**src/rtl/core/hmmd_pkg.sv**
```systemverilog
// ----------------------------------------------------------------------------
// hmmd_pkg
// Types and constants shared by the memory map decoder modules.
// ----------------------------------------------------------------------------
`default_nettype none

package hmmd_pkg;

   localparam int WORK_RAM_BYTES = 8192;
   localparam int WRAM_AW        = $clog2(WORK_RAM_BYTES);
   localparam int HRAM_DEPTH     = 127;
   localparam int HRAM_AW        = 7;
   localparam int LOWIO_DEPTH    = 16;
   localparam int LOWIO_AW       = 4;
   localparam int IDX_W          = WRAM_AW;

   typedef enum logic {
      OP_READ  = 1'b0,
      OP_WRITE = 1'b1
   } op_type;

   typedef enum logic [2:0] {
      TGT_LOCAL    = 3'd0,
      TGT_CART     = 3'd1,
      TGT_VIDEO    = 3'd2,
      TGT_AUDIO    = 3'd3,
      TGT_UNUSABLE = 3'd4
   } target_type;

   typedef enum logic [2:0] {
      KIND_NONE  = 3'd0,
      KIND_WRAM  = 3'd1,
      KIND_HRAM  = 3'd2,
      KIND_LOWIO = 3'd3,
      KIND_DMA   = 3'd4,
      KIND_BOOT  = 3'd5,
      KIND_IE    = 3'd6
   } kind_type;

   typedef struct packed {
      op_type      op;
      logic [15:0] addr;
      logic [7:0]  wdata;
   } req_type;

   typedef struct packed {
      target_type target;
      logic [7:0] rdata;
   } rsp_type;

   typedef struct packed {
      op_type           op;
      target_type       target;
      kind_type         kind;
      logic [IDX_W-1:0] index;
      logic [7:0]       wdata;
   } cmd_type;

endpackage

`default_nettype wire

```
**src/rtl/core/hmmd_queue.sv**
```systemverilog
// ----------------------------------------------------------------------------
// hmmd_queue
// Two-beat queue between the decode front and the execute back.
// ----------------------------------------------------------------------------
`default_nettype none

module hmmd_queue (
   input  wire               clock,
   input  wire               reset,
   input  wire               in_valid,
   output logic              in_ready,
   input  hmmd_pkg::cmd_type in_data,
   output logic              out_valid,
   input  wire               out_ready,
   output hmmd_pkg::cmd_type out_data
);

   hmmd_pkg::cmd_type entry_ff [2];
   logic [1:0]        count_ff;
   logic [1:0]        count_in;
   logic              wr_ptr_ff;
   logic              wr_ptr_in;
   logic              rd_ptr_ff;
   logic              rd_ptr_in;
   logic              push;
   logic              pop;

   assign in_ready  = (count_ff != 2'd2);
   assign out_valid = (count_ff != 2'd0);
   assign out_data  = entry_ff[rd_ptr_ff];
   assign push      = in_valid && in_ready;
   assign pop       = out_valid && out_ready;

   always_comb begin
      count_in  = count_ff;
      wr_ptr_in = wr_ptr_ff;
      rd_ptr_in = rd_ptr_ff;
      if (push) begin
         wr_ptr_in = ~wr_ptr_ff;
      end
      if (pop) begin
         rd_ptr_in = ~rd_ptr_ff;
      end
      if (push && !pop) begin
         count_in = count_ff + 2'd1;
      end else if (pop && !push) begin
         count_in = count_ff - 2'd1;
      end
   end

   always_ff @(posedge clock) begin
      if (reset) begin
         count_ff  <= 2'd0;
         wr_ptr_ff <= 1'b0;
         rd_ptr_ff <= 1'b0;
      end else begin
         count_ff  <= count_in;
         wr_ptr_ff <= wr_ptr_in;
         rd_ptr_ff <= rd_ptr_in;
      end
   end

   always_ff @(posedge clock) begin
      if (push) begin
         entry_ff[wr_ptr_ff] <= in_data;
      end
   end

endmodule

`default_nettype wire

```
**config.mk**
```make
export PLATFORM = sky130hd
export DESIGN_NAME = hmmd_queue
export DESIGN_NICKNAME = d
export VERILOG_FILES = /design/src/rtl/core/hmmd_pkg.sv /design/src/rtl/core/hmmd_queue.sv
export SDC_FILE = /design/constraint.sdc
export NUM_CORES = 1
export LEC_CHECK = 0
export ABC_AREA = 1
export BUFFER_PORTS_ARGS = -buffer_cell sky130_fd_sc_hd__buf_4
export CAP_MARGIN = 20
export CELL_PAD_IN_SITES_DETAIL_PLACEMENT = 2
export CELL_PAD_IN_SITES_GLOBAL_PLACEMENT = 2
export CORE_ASPECT_RATIO = 0.9
export CORE_MARGIN = 2
export CORE_UTILIZATION = 25
export DETAILED_ROUTE_END_ITERATION = 8
export PLACE_DENSITY = 0.68
export SYNTH_ARGS = -nofsm -noshare
export SYNTH_HDL_FRONTEND = slang
export SYNTH_SLANG_ARGS = --single-unit
```
**constraint.sdc**
```tcl
create_clock -name clock -period 2.25 [get_ports clock]
set_input_delay 0.45 -clock clock [delete_from_list [all_inputs] [get_ports clock]]
set_output_delay 0.45 -clock clock [all_outputs]
set_load 0.05 [all_outputs]
```
==> metrics.md <==
| Metric | Value |
|---|---|
| Outcome | `finished clean` |
| Post-synth top area cell | `edfxtp_1` |
| Vias in the first global route | `1405` |
| Commonest non-fill, non-tap cell in the layout | `buf_4` |
| PwrDens | `1231 mW/mm2` |
| Pre-antenna DRT Iters | `3` |
| Final ANT Viol Nets | `0` |
| Pre-CTS WS | `0.4789 ns` |
| Die Wd | `106.5 um` |
| N_diodes | `0` |
| First-pass GRT wire length | `7576 um` |
| Top post-synthesis cells by area | `edfxtp_1 (71%), mux2_4 (13%), dfxtp_1 (4.2%)` |
| Post-CTS Repair Setup Buffers | `0` |
| Tcrit/Tclk final | `93.16%` |
| Layout Skew | `0.007369 ns` |
| H-tree depth | `3` |
| Drt initial violations | `18` |
| Clock Tree Buf Depth | `2` |
| Final count of negative-setup-slack endpoints | `0` |
| Grt total ovfl | `0` |
| Logic pwr share | `38.0%` |
| Max-capacitance violation count | `0` |
| RR Endpoint | `count_ff[1]` |
| Hold_sp | `in_data[18]` |
| Post-synth cell types | `14` |
| Die Area | `0.01024 mm2` |
| Sequential Power Share | `39.0%` |
| Clk sinks | `61` |
| Chip Height | `96.22 um` |
| Layout filler cell count | `953` |
| Setup TNS | `0 ns` |
| Final min period | `2.096 ns` |
| Most frequent cells in the layout | `buf_4 (63), edfxtp_1 (56), mux2_4 (20)` |
| Tot GR Track Use | `10.31%` |
| Core ar. | `0.009166 mm2` |
| Worst Reg-to-Reg Cells | `10` |
| Worst setup EP type | `output port` |
| Fin nets | `229` |
| Avg Inst Size Synth | `19.05 um2` |
| Post-synth top area share | `71.19%` |
| Placed Area | `0.002973 mm2` |
| WS Path Type | `flip-flop to output port` |
| FF-to-FF setup slack | `0.66 ns` |
| CTS Root Cell | `clkbuf_8` |
| NetSw | `0.001428 W` |
| Largest net degree at the start of global routing | `29` |
| Slew margin rel. | `72.91%` |
| Synth warn | `0` |
| Worst setup margin | `0.1540 ns` |
| Average wire per standard cell | `15.39 um` |
| Maximum vdd drop | `0.5309 mV` |
| I/O pin count | `62` |
| RSZ-0062 raised after global routing | `false` |
| Area grow syn2layout | `33.42%` |
| FF+latch count, synth | `61` |
| HP Class | `input pin to flip-flop` |
| Global placer's final weighted congestion | `0.6582` |
| Cell Area, Synth | `0.002362 mm2` |
| Total CTS buffers | `9` |
| Hold path cells | `1` |
| Critical Path RT | `1.80 ns` |
| Initial antenna violation count | `0` |
| Mapped Nets | `157` |
| Worst-margin pin slew | `0.4063 ns` |
| Pins Over Slew Limit | `0` |
| Fmax achieved | `477.1 MHz` |
| Internal Pwr Total | `0.002451 W` |
| Cells after synthesis | `124` |
| Sw Share | `36.81%` |
| Effective utilization at floorplan | `25.77%` |
| Post-CTS Hold Fix Bufs | `0` |
| Vias per std cell | `4.053` |
| Post-synthesis sequential area ratio | `75.42%` |
| Clock power frac | `23.0%` |
| Clock latency on the worst-skew pair | `0.33 ns` |
| Final Cell Area | `0.003152 mm2` |
| Fin. Hold Viols | `0` |
| Share of cells above drive strength 1 | `53.50%` |
| Post-CTS sizing | `0` |
| CP Launch Type | `flip-flop` |
| Worst Hold End | `entry_ff[1][18]` |
| Worst-path clk slew | `0.07 ns` |
| Via count | `1305` |
| Arrival time worst endpoint | `1.65 ns` |
| Final cell count without fillers | `322` |
| Max FO, Critical Path | `17` |
| Inst Count DP | `307` |
| Crit Reg-Reg Startpoint | `count_ff[0]` |
| Total wire length | `4957 um` |
| CTS tree | `yes` |
| FP Rows | `33` |
| Leak | `1.232 nW` |
| DRC | `0` |
| HPWL after detailed placement | `3508 um` |
| PortBufs | `61` |
==> sequential cells by signal, indices dropped and copies added, names as in the netlist, named ones only <==
register and count:
count_ff 2, entry_ff 56, rd_ptr_ff 1, wr_ptr_ff 1
==> worst max path at each step <==
stage	startpoint	end
2_1_floorplan	count_ff[0]	entry_ff[0][0]
3_3_place_gp	flip-flop	out_data[12]
3_5_place_dp	flip-flop	out_data[1]
4_1_cts	flip-flop	out_data[1]
5_1_grt	flip-flop	out_data[12]
6_report	flip-flop	out_data[1]
==> per-layer routing <==
| layer | GRT usage, % | vias to the layer above | part of all wire, % |
|---|---|---|---|
| met5 | 0 | - | 0 |
| met4 | 3.247 | 0 | 0.93 |
| met3 | 5.349 | 6 | 7.6 |
| met2 | 17.31 | 50 | 49 |
| met1 | 11.50 | 646 | 42 |
| li1 | - | 603 | - |
==> metrics by stage <==
stage	utilization, %	hold WS [ns]	total power, W
global placement	32.43	0.4797	0.003000
floorplan	-	0.4645	0.002622
CTS	34.38	0.2779	0.003957
detailed placement	32.43	0.5376	0.003043
finish	34.38	0.3006	0.003879
global route	34.38	0.2675	0.004067
==> synthesized netlist by cell type <==
cell,count
edfxtp_1,56
mux2_4,20
nand2_1,9
inv_1,8
mux2_2,8
nor2_1,7
dfxtp_1,5
a21oi_1,2
buf_12,2
nand3_1,2
o21ai_0,2
buf_6,1
ha_1,1
nand4_1,1
==> power groups by stage <==
stage	clock [W]	sequential, W	combinational (W)
final	0.000892	0.00151	0.00147
after detailed placement	0	0.00154	0.00150
after global placement	0	0.00153	0.00147
after CTS	0.000935	0.00152	0.00150
after global routing	0.000982	0.00154	0.00155
after floorplan	0	0.00150	0.00112
==> critical path, cell delays in order (launching register included) <==
cell	delay (ns)
dfxtp_2	0.55
buf_12	0.24
mux2_4	0.33
buf_4	0.19
==> kinds of logic (layout without fill, tap and decap cells) <==
group / Yosys count / count (layout) / synth area share [%]
buffers and inverters: 11 / 87 / 3.443
adder cells (fa/ha/maj): 1 / 1 / 0.5296
flip-flops: 61 / 61 / 75.42
AND/OR/NAND/NOR: 19 / 19 / 3.231
AO/OA/AOI/OAI: 4 / 4 / 0.8475
multiplexers: 28 / 28 / 16.53
==> area by class of cell <==
type                            instances  area (um2)  area share (%)
Timing Repair Buffer                   64       493.0           15.64
Sequential cell                        61        1783           56.57
Clock inverter                          6       55.05           1.747
Clock buffer                            9       123.9           3.930
Multi-Input combinational cell         52       514.2           16.32
Tap cell                              122       152.6           4.843
Inverter                                8       30.03          0.9528
No activity file was read; power rests on OpenSTA's default activity.
