**config.mk**
```make
export PLATFORM = sky130hd
export DESIGN_NAME = hmmd_front
export DESIGN_NICKNAME = d
export VERILOG_FILES = /design/src/rtl/core/hmmd_pkg.sv /design/src/rtl/core/hmmd_front.sv
export SDC_FILE = /design/constraint.sdc
export NUM_CORES = 1
export LEC_CHECK = 0
export BUFFER_PORTS_ARGS = -buffer_cell sky130_fd_sc_hd__buf_2
export CAP_MARGIN = 10
export CORE_MARGIN = 1
export CORE_UTILIZATION = 38
export DETAILED_ROUTE_END_ITERATION = 8
export PLACE_DENSITY = 0.85
export SLEW_MARGIN = 20
export SYNTH_ARGS = -nofsm -noshare
export SYNTH_HDL_FRONTEND = slang
export SYNTH_SLANG_ARGS = --single-unit
```
**constraint.sdc**
```tcl
create_clock -name vclk -period 1.2
set_input_delay 0.06 -clock vclk [all_inputs]
set_output_delay 0.06 -clock vclk [all_outputs]
set_load 0.05 [all_outputs]
```
**src/rtl/core/hmmd_pkg.sv**
```systemverilog
// ----------------------------------------------------------------------------
// hmmd_pkg
// Types and constants shared by the memory map decoder modules.
// ----------------------------------------------------------------------------
`default_nettype none

package hmmd_pkg;

   localparam int WORK_RAM_BYTES = 8192;
   localparam int WRAM_AW        = $clog2(WORK_RAM_BYTES);
   localparam int HRAM_DEPTH     = 127;
   localparam int HRAM_AW        = 7;
   localparam int LOWIO_DEPTH    = 16;
   localparam int LOWIO_AW       = 4;
   localparam int IDX_W          = WRAM_AW;

   typedef enum logic {
      OP_READ  = 1'b0,
      OP_WRITE = 1'b1
   } op_type;

   typedef enum logic [2:0] {
      TGT_LOCAL    = 3'd0,
      TGT_CART     = 3'd1,
      TGT_VIDEO    = 3'd2,
      TGT_AUDIO    = 3'd3,
      TGT_UNUSABLE = 3'd4
   } target_type;

   typedef enum logic [2:0] {
      KIND_NONE  = 3'd0,
      KIND_WRAM  = 3'd1,
      KIND_HRAM  = 3'd2,
      KIND_LOWIO = 3'd3,
      KIND_DMA   = 3'd4,
      KIND_BOOT  = 3'd5,
      KIND_IE    = 3'd6
   } kind_type;

   typedef struct packed {
      op_type      op;
      logic [15:0] addr;
      logic [7:0]  wdata;
   } req_type;

   typedef struct packed {
      target_type target;
      logic [7:0] rdata;
   } rsp_type;

   typedef struct packed {
      op_type           op;
      target_type       target;
      kind_type         kind;
      logic [IDX_W-1:0] index;
      logic [7:0]       wdata;
   } cmd_type;

endpackage

`default_nettype wire

```
**src/rtl/core/hmmd_front.sv**
```systemverilog
// ----------------------------------------------------------------------------
// hmmd_front
// Accepts bus accesses and classifies them against the memory map.
// ----------------------------------------------------------------------------
`default_nettype none

module hmmd_front (
   input  wire              req_valid,
   output logic             req_ready,
   input  hmmd_pkg::req_type req_data,
   output logic             cmd_valid,
   input  wire              cmd_ready,
   output hmmd_pkg::cmd_type cmd_data
);

   localparam logic [15:0] CART_LO_END  = 16'h7fff;
   localparam logic [15:0] VRAM_END     = 16'h9fff;
   localparam logic [15:0] CART_HI_END  = 16'hbfff;
   localparam logic [15:0] ECHO_END     = 16'hfdff;
   localparam logic [15:0] OAM_END      = 16'hfe9f;
   localparam logic [15:0] HOLE_END     = 16'hfeff;
   localparam logic [15:0] LOWIO_END    = 16'hff0f;
   localparam logic [15:0] SOUND_END    = 16'hff26;
   localparam logic [15:0] SOUND_GAP    = 16'hff29;
   localparam logic [15:0] WAVE_END     = 16'hff3f;
   localparam logic [15:0] LCD_LO_END   = 16'hff45;
   localparam logic [15:0] DMA_ADDR     = 16'hff46;
   localparam logic [15:0] LCD_HI_END   = 16'hff4b;
   localparam logic [15:0] LCD_GAP_END  = 16'hff4f;
   localparam logic [15:0] BOOT_ADDR    = 16'hff50;
   localparam logic [15:0] IO_HOLE_END  = 16'hff7f;
   localparam logic [15:0] HRAM_END     = 16'hfffe;

   hmmd_pkg::target_type tgt;
   hmmd_pkg::kind_type   kind;
   logic [15:0]          a;

   assign a = req_data.addr;

   always_comb begin
      tgt  = hmmd_pkg::TGT_LOCAL;
      kind = hmmd_pkg::KIND_NONE;
      if (a <= CART_LO_END) begin
         tgt = hmmd_pkg::TGT_CART;
      end else if (a <= VRAM_END) begin
         tgt = hmmd_pkg::TGT_VIDEO;
      end else if (a <= CART_HI_END) begin
         tgt = hmmd_pkg::TGT_CART;
      end else if (a <= ECHO_END) begin
         kind = hmmd_pkg::KIND_WRAM;
      end else if (a <= OAM_END) begin
         tgt = hmmd_pkg::TGT_VIDEO;
      end else if (a <= HOLE_END) begin
         tgt = hmmd_pkg::TGT_UNUSABLE;
      end else if (a <= LOWIO_END) begin
         kind = hmmd_pkg::KIND_LOWIO;
      end else if (a <= SOUND_END) begin
         tgt = hmmd_pkg::TGT_AUDIO;
      end else if (a <= SOUND_GAP) begin
         tgt = hmmd_pkg::TGT_UNUSABLE;
      end else if (a <= WAVE_END) begin
         tgt = hmmd_pkg::TGT_AUDIO;
      end else if (a <= LCD_LO_END) begin
         tgt = hmmd_pkg::TGT_VIDEO;
      end else if (a == DMA_ADDR) begin
         kind = hmmd_pkg::KIND_DMA;
      end else if (a <= LCD_HI_END) begin
         tgt = hmmd_pkg::TGT_VIDEO;
      end else if (a <= LCD_GAP_END) begin
         tgt = hmmd_pkg::TGT_UNUSABLE;
      end else if (a == BOOT_ADDR) begin
         kind = hmmd_pkg::KIND_BOOT;
      end else if (a <= IO_HOLE_END) begin
         tgt = hmmd_pkg::TGT_UNUSABLE;
      end else if (a <= HRAM_END) begin
         kind = hmmd_pkg::KIND_HRAM;
      end else begin
         kind = hmmd_pkg::KIND_IE;
      end
   end

   assign cmd_valid      = req_valid;
   assign req_ready      = cmd_ready;
   assign cmd_data.op     = req_data.op;
   assign cmd_data.target = tgt;
   assign cmd_data.kind   = kind;
   // work RAM and its echo both map to the low address bits
   assign cmd_data.index  = a[hmmd_pkg::IDX_W-1:0];
   assign cmd_data.wdata  = req_data.wdata;

endmodule

`default_nettype wire

```
==> flow_metrics.env <==
export IMPL_grt_first_pass_wirelength_mm=2.59
export IMPL_post_route_min_period_ps=1250
export IMPL_firstDrtPassIters=4
export IMPL_maxSlewViolCount=0
export IMPL_io_pins=57
export IMPL_wl_met3_um=133
export IMPL_num_clock_buffers=0
export IMPL_synth_cells=80
export IMPL_startpoint="req_data[19]"
export IMPL_finalSetupViolations=2
export IMPL_post_place_cells=119
export IMPL_yosysUniqueCellTypes=32
export IMPL_slowest_delay_ps=330
export IMPL_crit_chain="buf_8, nand4_4, nor4_4, nand3b_1, o31ai_4, buf_6"
export IMPL_arrival_ps=1190
export IMPL_grt_start_max_net_pins=11
export IMPL_max_freq_mhz=800
export IMPL_antenna_found_initial=0
export IMPL_grt_pass1_vias=595
export IMPL_globalplace_congestion=0.831
export IMPL_start_util_pct=42.1
export IMPL_min_delay_start="req_data[0]"
export IMPL_timing_final_ws_setup_ps=-50.6
export IMPL_cp_buffers_inverters=2
export IMPL_die_height_um=40.5
export IMPL_core_area_um2=1330
export IMPL_ir_worst_vdd_uv=282
export IMPL_seq_area_um2=0
export IMPL_violations="negative setup slack"
export IMPL_synthesis_area_um2=562
export IMPL_seq_cells=0
export IMPL_num_nets_final=139
export IMPL_synth_fp_nets=107
export IMPL_post_route_util_pct=79.5
export IMPL_drt_total_wl_mm=2.00
export IMPL_hold_violations=0
export IMPL_synth_area_per_cell_um2=7.02
export IMPL_ys_warn_count=0
export IMPL_port_buffers=35
export IMPL_grt_total_usage_pct=23.5
export IMPL_hold_buffers=0
export IMPL_wl_per_cell_um=16.0
export IMPL_maxCapViolations=0
export IMPL_hold_path_class="in2out"
export IMPL_wl_met2_mm=1.15
export IMPL_pwr_density_cell_nw_per_um2=383
export IMPL_max_slew_worst_pin_slew_ps=299
export IMPL_dr_max_layer_used="met4"
export IMPL_worst_setup_path_type="in2out"
export IMPL_dp_hpwl_mm=1.32
export IMPL_synth_seq_area_share_pct=0
export IMPL_vias=726
export IMPL_met1Wirelength_um=656
export IMPL_endpoint="cmd_data[25]"
export IMPL_cp_data_required_time_ps=1140
export IMPL_stdcell_count=125
export IMPL_startpoint_type="primary input"
export IMPL_relSlewSlack_pct=79.9
export IMPL_critPathCaptureType="primary output"
export IMPL_viasPerCell=5.81
export IMPL_fin_crit_sh_pct=104
export IMPL_crit_family="simple AND/OR/NAND/NOR gates"
export IMPL_drive_above_1_share_pct=74.5
export IMPL_cp_depth=6
export IMPL_rsz0062_at_grt="true"
export IMPL_crit_fanout=3
export IMPL_cp_slowest_cell="nor4_4"
export IMPL_die_w_um=40.5
export IMPL_drtAntennaViolNets=0
export IMPL_std_cell_rows=13
export IMPL_leakage_nw=0.419
export IMPL_grt_overflow_total=0
export IMPL_die_area_um2=1640
export IMPL_n_antenna_cell=0
export IMPL_area_growth_pct=88.9
export IMPL_drc=0
export IMPL_status="finished, violations left"
export IMPL_drtIter0Drc=8
-- Yosys cell counts (all sizes together) --
| cell type | n | area share (%) |
|---|---|---|
| a21boi | 1 | 1.3 |
| nor4b | 1 | 1.6 |
| inv | 2 | 1.3 |
| nand2 | 9 | 6.0 |
| nand3b | 1 | 1.3 |
| a311o | 2 | 3.6 |
| nor3b | 1 | 1.3 |
| o31ai | 1 | 2.2 |
| a211oi | 1 | 1.3 |
| and3 | 3 | 3.3 |
| a31oi | 2 | 2.2 |
| nand4 | 3 | 4.5 |
| nand2b | 1 | 2.4 |
| a211o | 1 | 1.6 |
| nand4b | 1 | 1.6 |
| a21oi | 1 | 0.89 |
| o221ai | 1 | 1.6 |
| and4 | 1 | 1.6 |
| a41oi | 2 | 3.1 |
| nor3 | 1 | 0.89 |
| o211ai | 1 | 1.3 |
| nor4 | 4 | 6.7 |
| nor2 | 6 | 4.5 |
| buf | 27 | 36 |
| nand3 | 2 | 4.0 |
| o21ai | 4 | 3.6 |
-- report_power, final --
part	total [W]	leakage (nW)	switching, W	internal, W
Sequential	0	0	0	0
Combinational	0.000406	0.419	0.000237	0.000169
Clock	0	0	0	0
-- per-layer routing --
metal / GRT usage, % / vias up
met1: 22.4 / 334
met5: 0 / -
li1: - / 338
met3: 1.67 / 10
met4: 10.0 / 0
met2: 49.2 / 44
-- worst min path at each step --
| stage | to | slack [ps] | cells past startpoint |
|---|---|---|---|
| 6_report | cmd_data[0] | 120 | 0 |
| 4_1_cts | cmd_data[1] | 120 | 0 |
| 3_3_place_gp | cmd_data[1] | 120 | 0 |
| 2_1_floorplan | cmd_data[24] | 250 | 1 |
| 5_1_grt | req_ready | 120 | 0 |
| 3_5_place_dp | cmd_data[1] | 120 | 0 |
-- cells by family (layout without fill, tap and decap cells) --
group | after synthesis | count (layout) | share of synthesized area [%]
AND/OR/NAND/NOR | 34 | 34 | 39.6
buffers and inverters | 29 | 59 | 37.6
AO/OA/AOI/OAI | 17 | 17 | 22.7
-- cell type report --
class,count,area (um2)
fillers,96,273
inverters,2,7.51
multi-input cells,51,534
well taps,15,18.8
repair buffers,57,500
-- timing repair --
item	4_1_cts	5_1_grt
setup endpoints to repair	6	6
buffers inserted	5	1
pin swaps	12	13
resized for setup	43	24
-- placed cells by master (no fill, tap or decap), types with 2 or more instances in the layout --
cell / n
inv_1: 2
buf_6: 12
nor4_4: 4
a311o_1: 2
and3_4: 2
nand4_1: 2
nor2_4: 2
a41oi_2: 2
nand2_1: 8
buf_8: 5
o21ai_1: 3
buf_4: 24
buf_12: 2
buf_2: 14
nor2_2: 3
-- per-stage QoR --
| stage | setup TNS [ps] | setup slack, ps | instance area [um2] | hold slack (ps) | total power (W) |
|---|---|---|---|---|---|
| 2_1_floorplan | -349 | -272 | 622 | 247 | 0.000309 |
| 3_3_place_gp | -792 | -225 | 732 | 120 | 0.000292 |
| 3_5_place_dp | -925 | -230 | 732 | 120 | 0.000297 |
| 4_1_cts | -225 | -73.8 | 956 | 120 | 0.000366 |
| 5_1_grt | -309 | -123 | 1060 | 120 | 0.000426 |
| 6_report | -87.6 | -50.6 | 1060 | 120 | 0.000406 |
(Power assumes the default switching activity.)
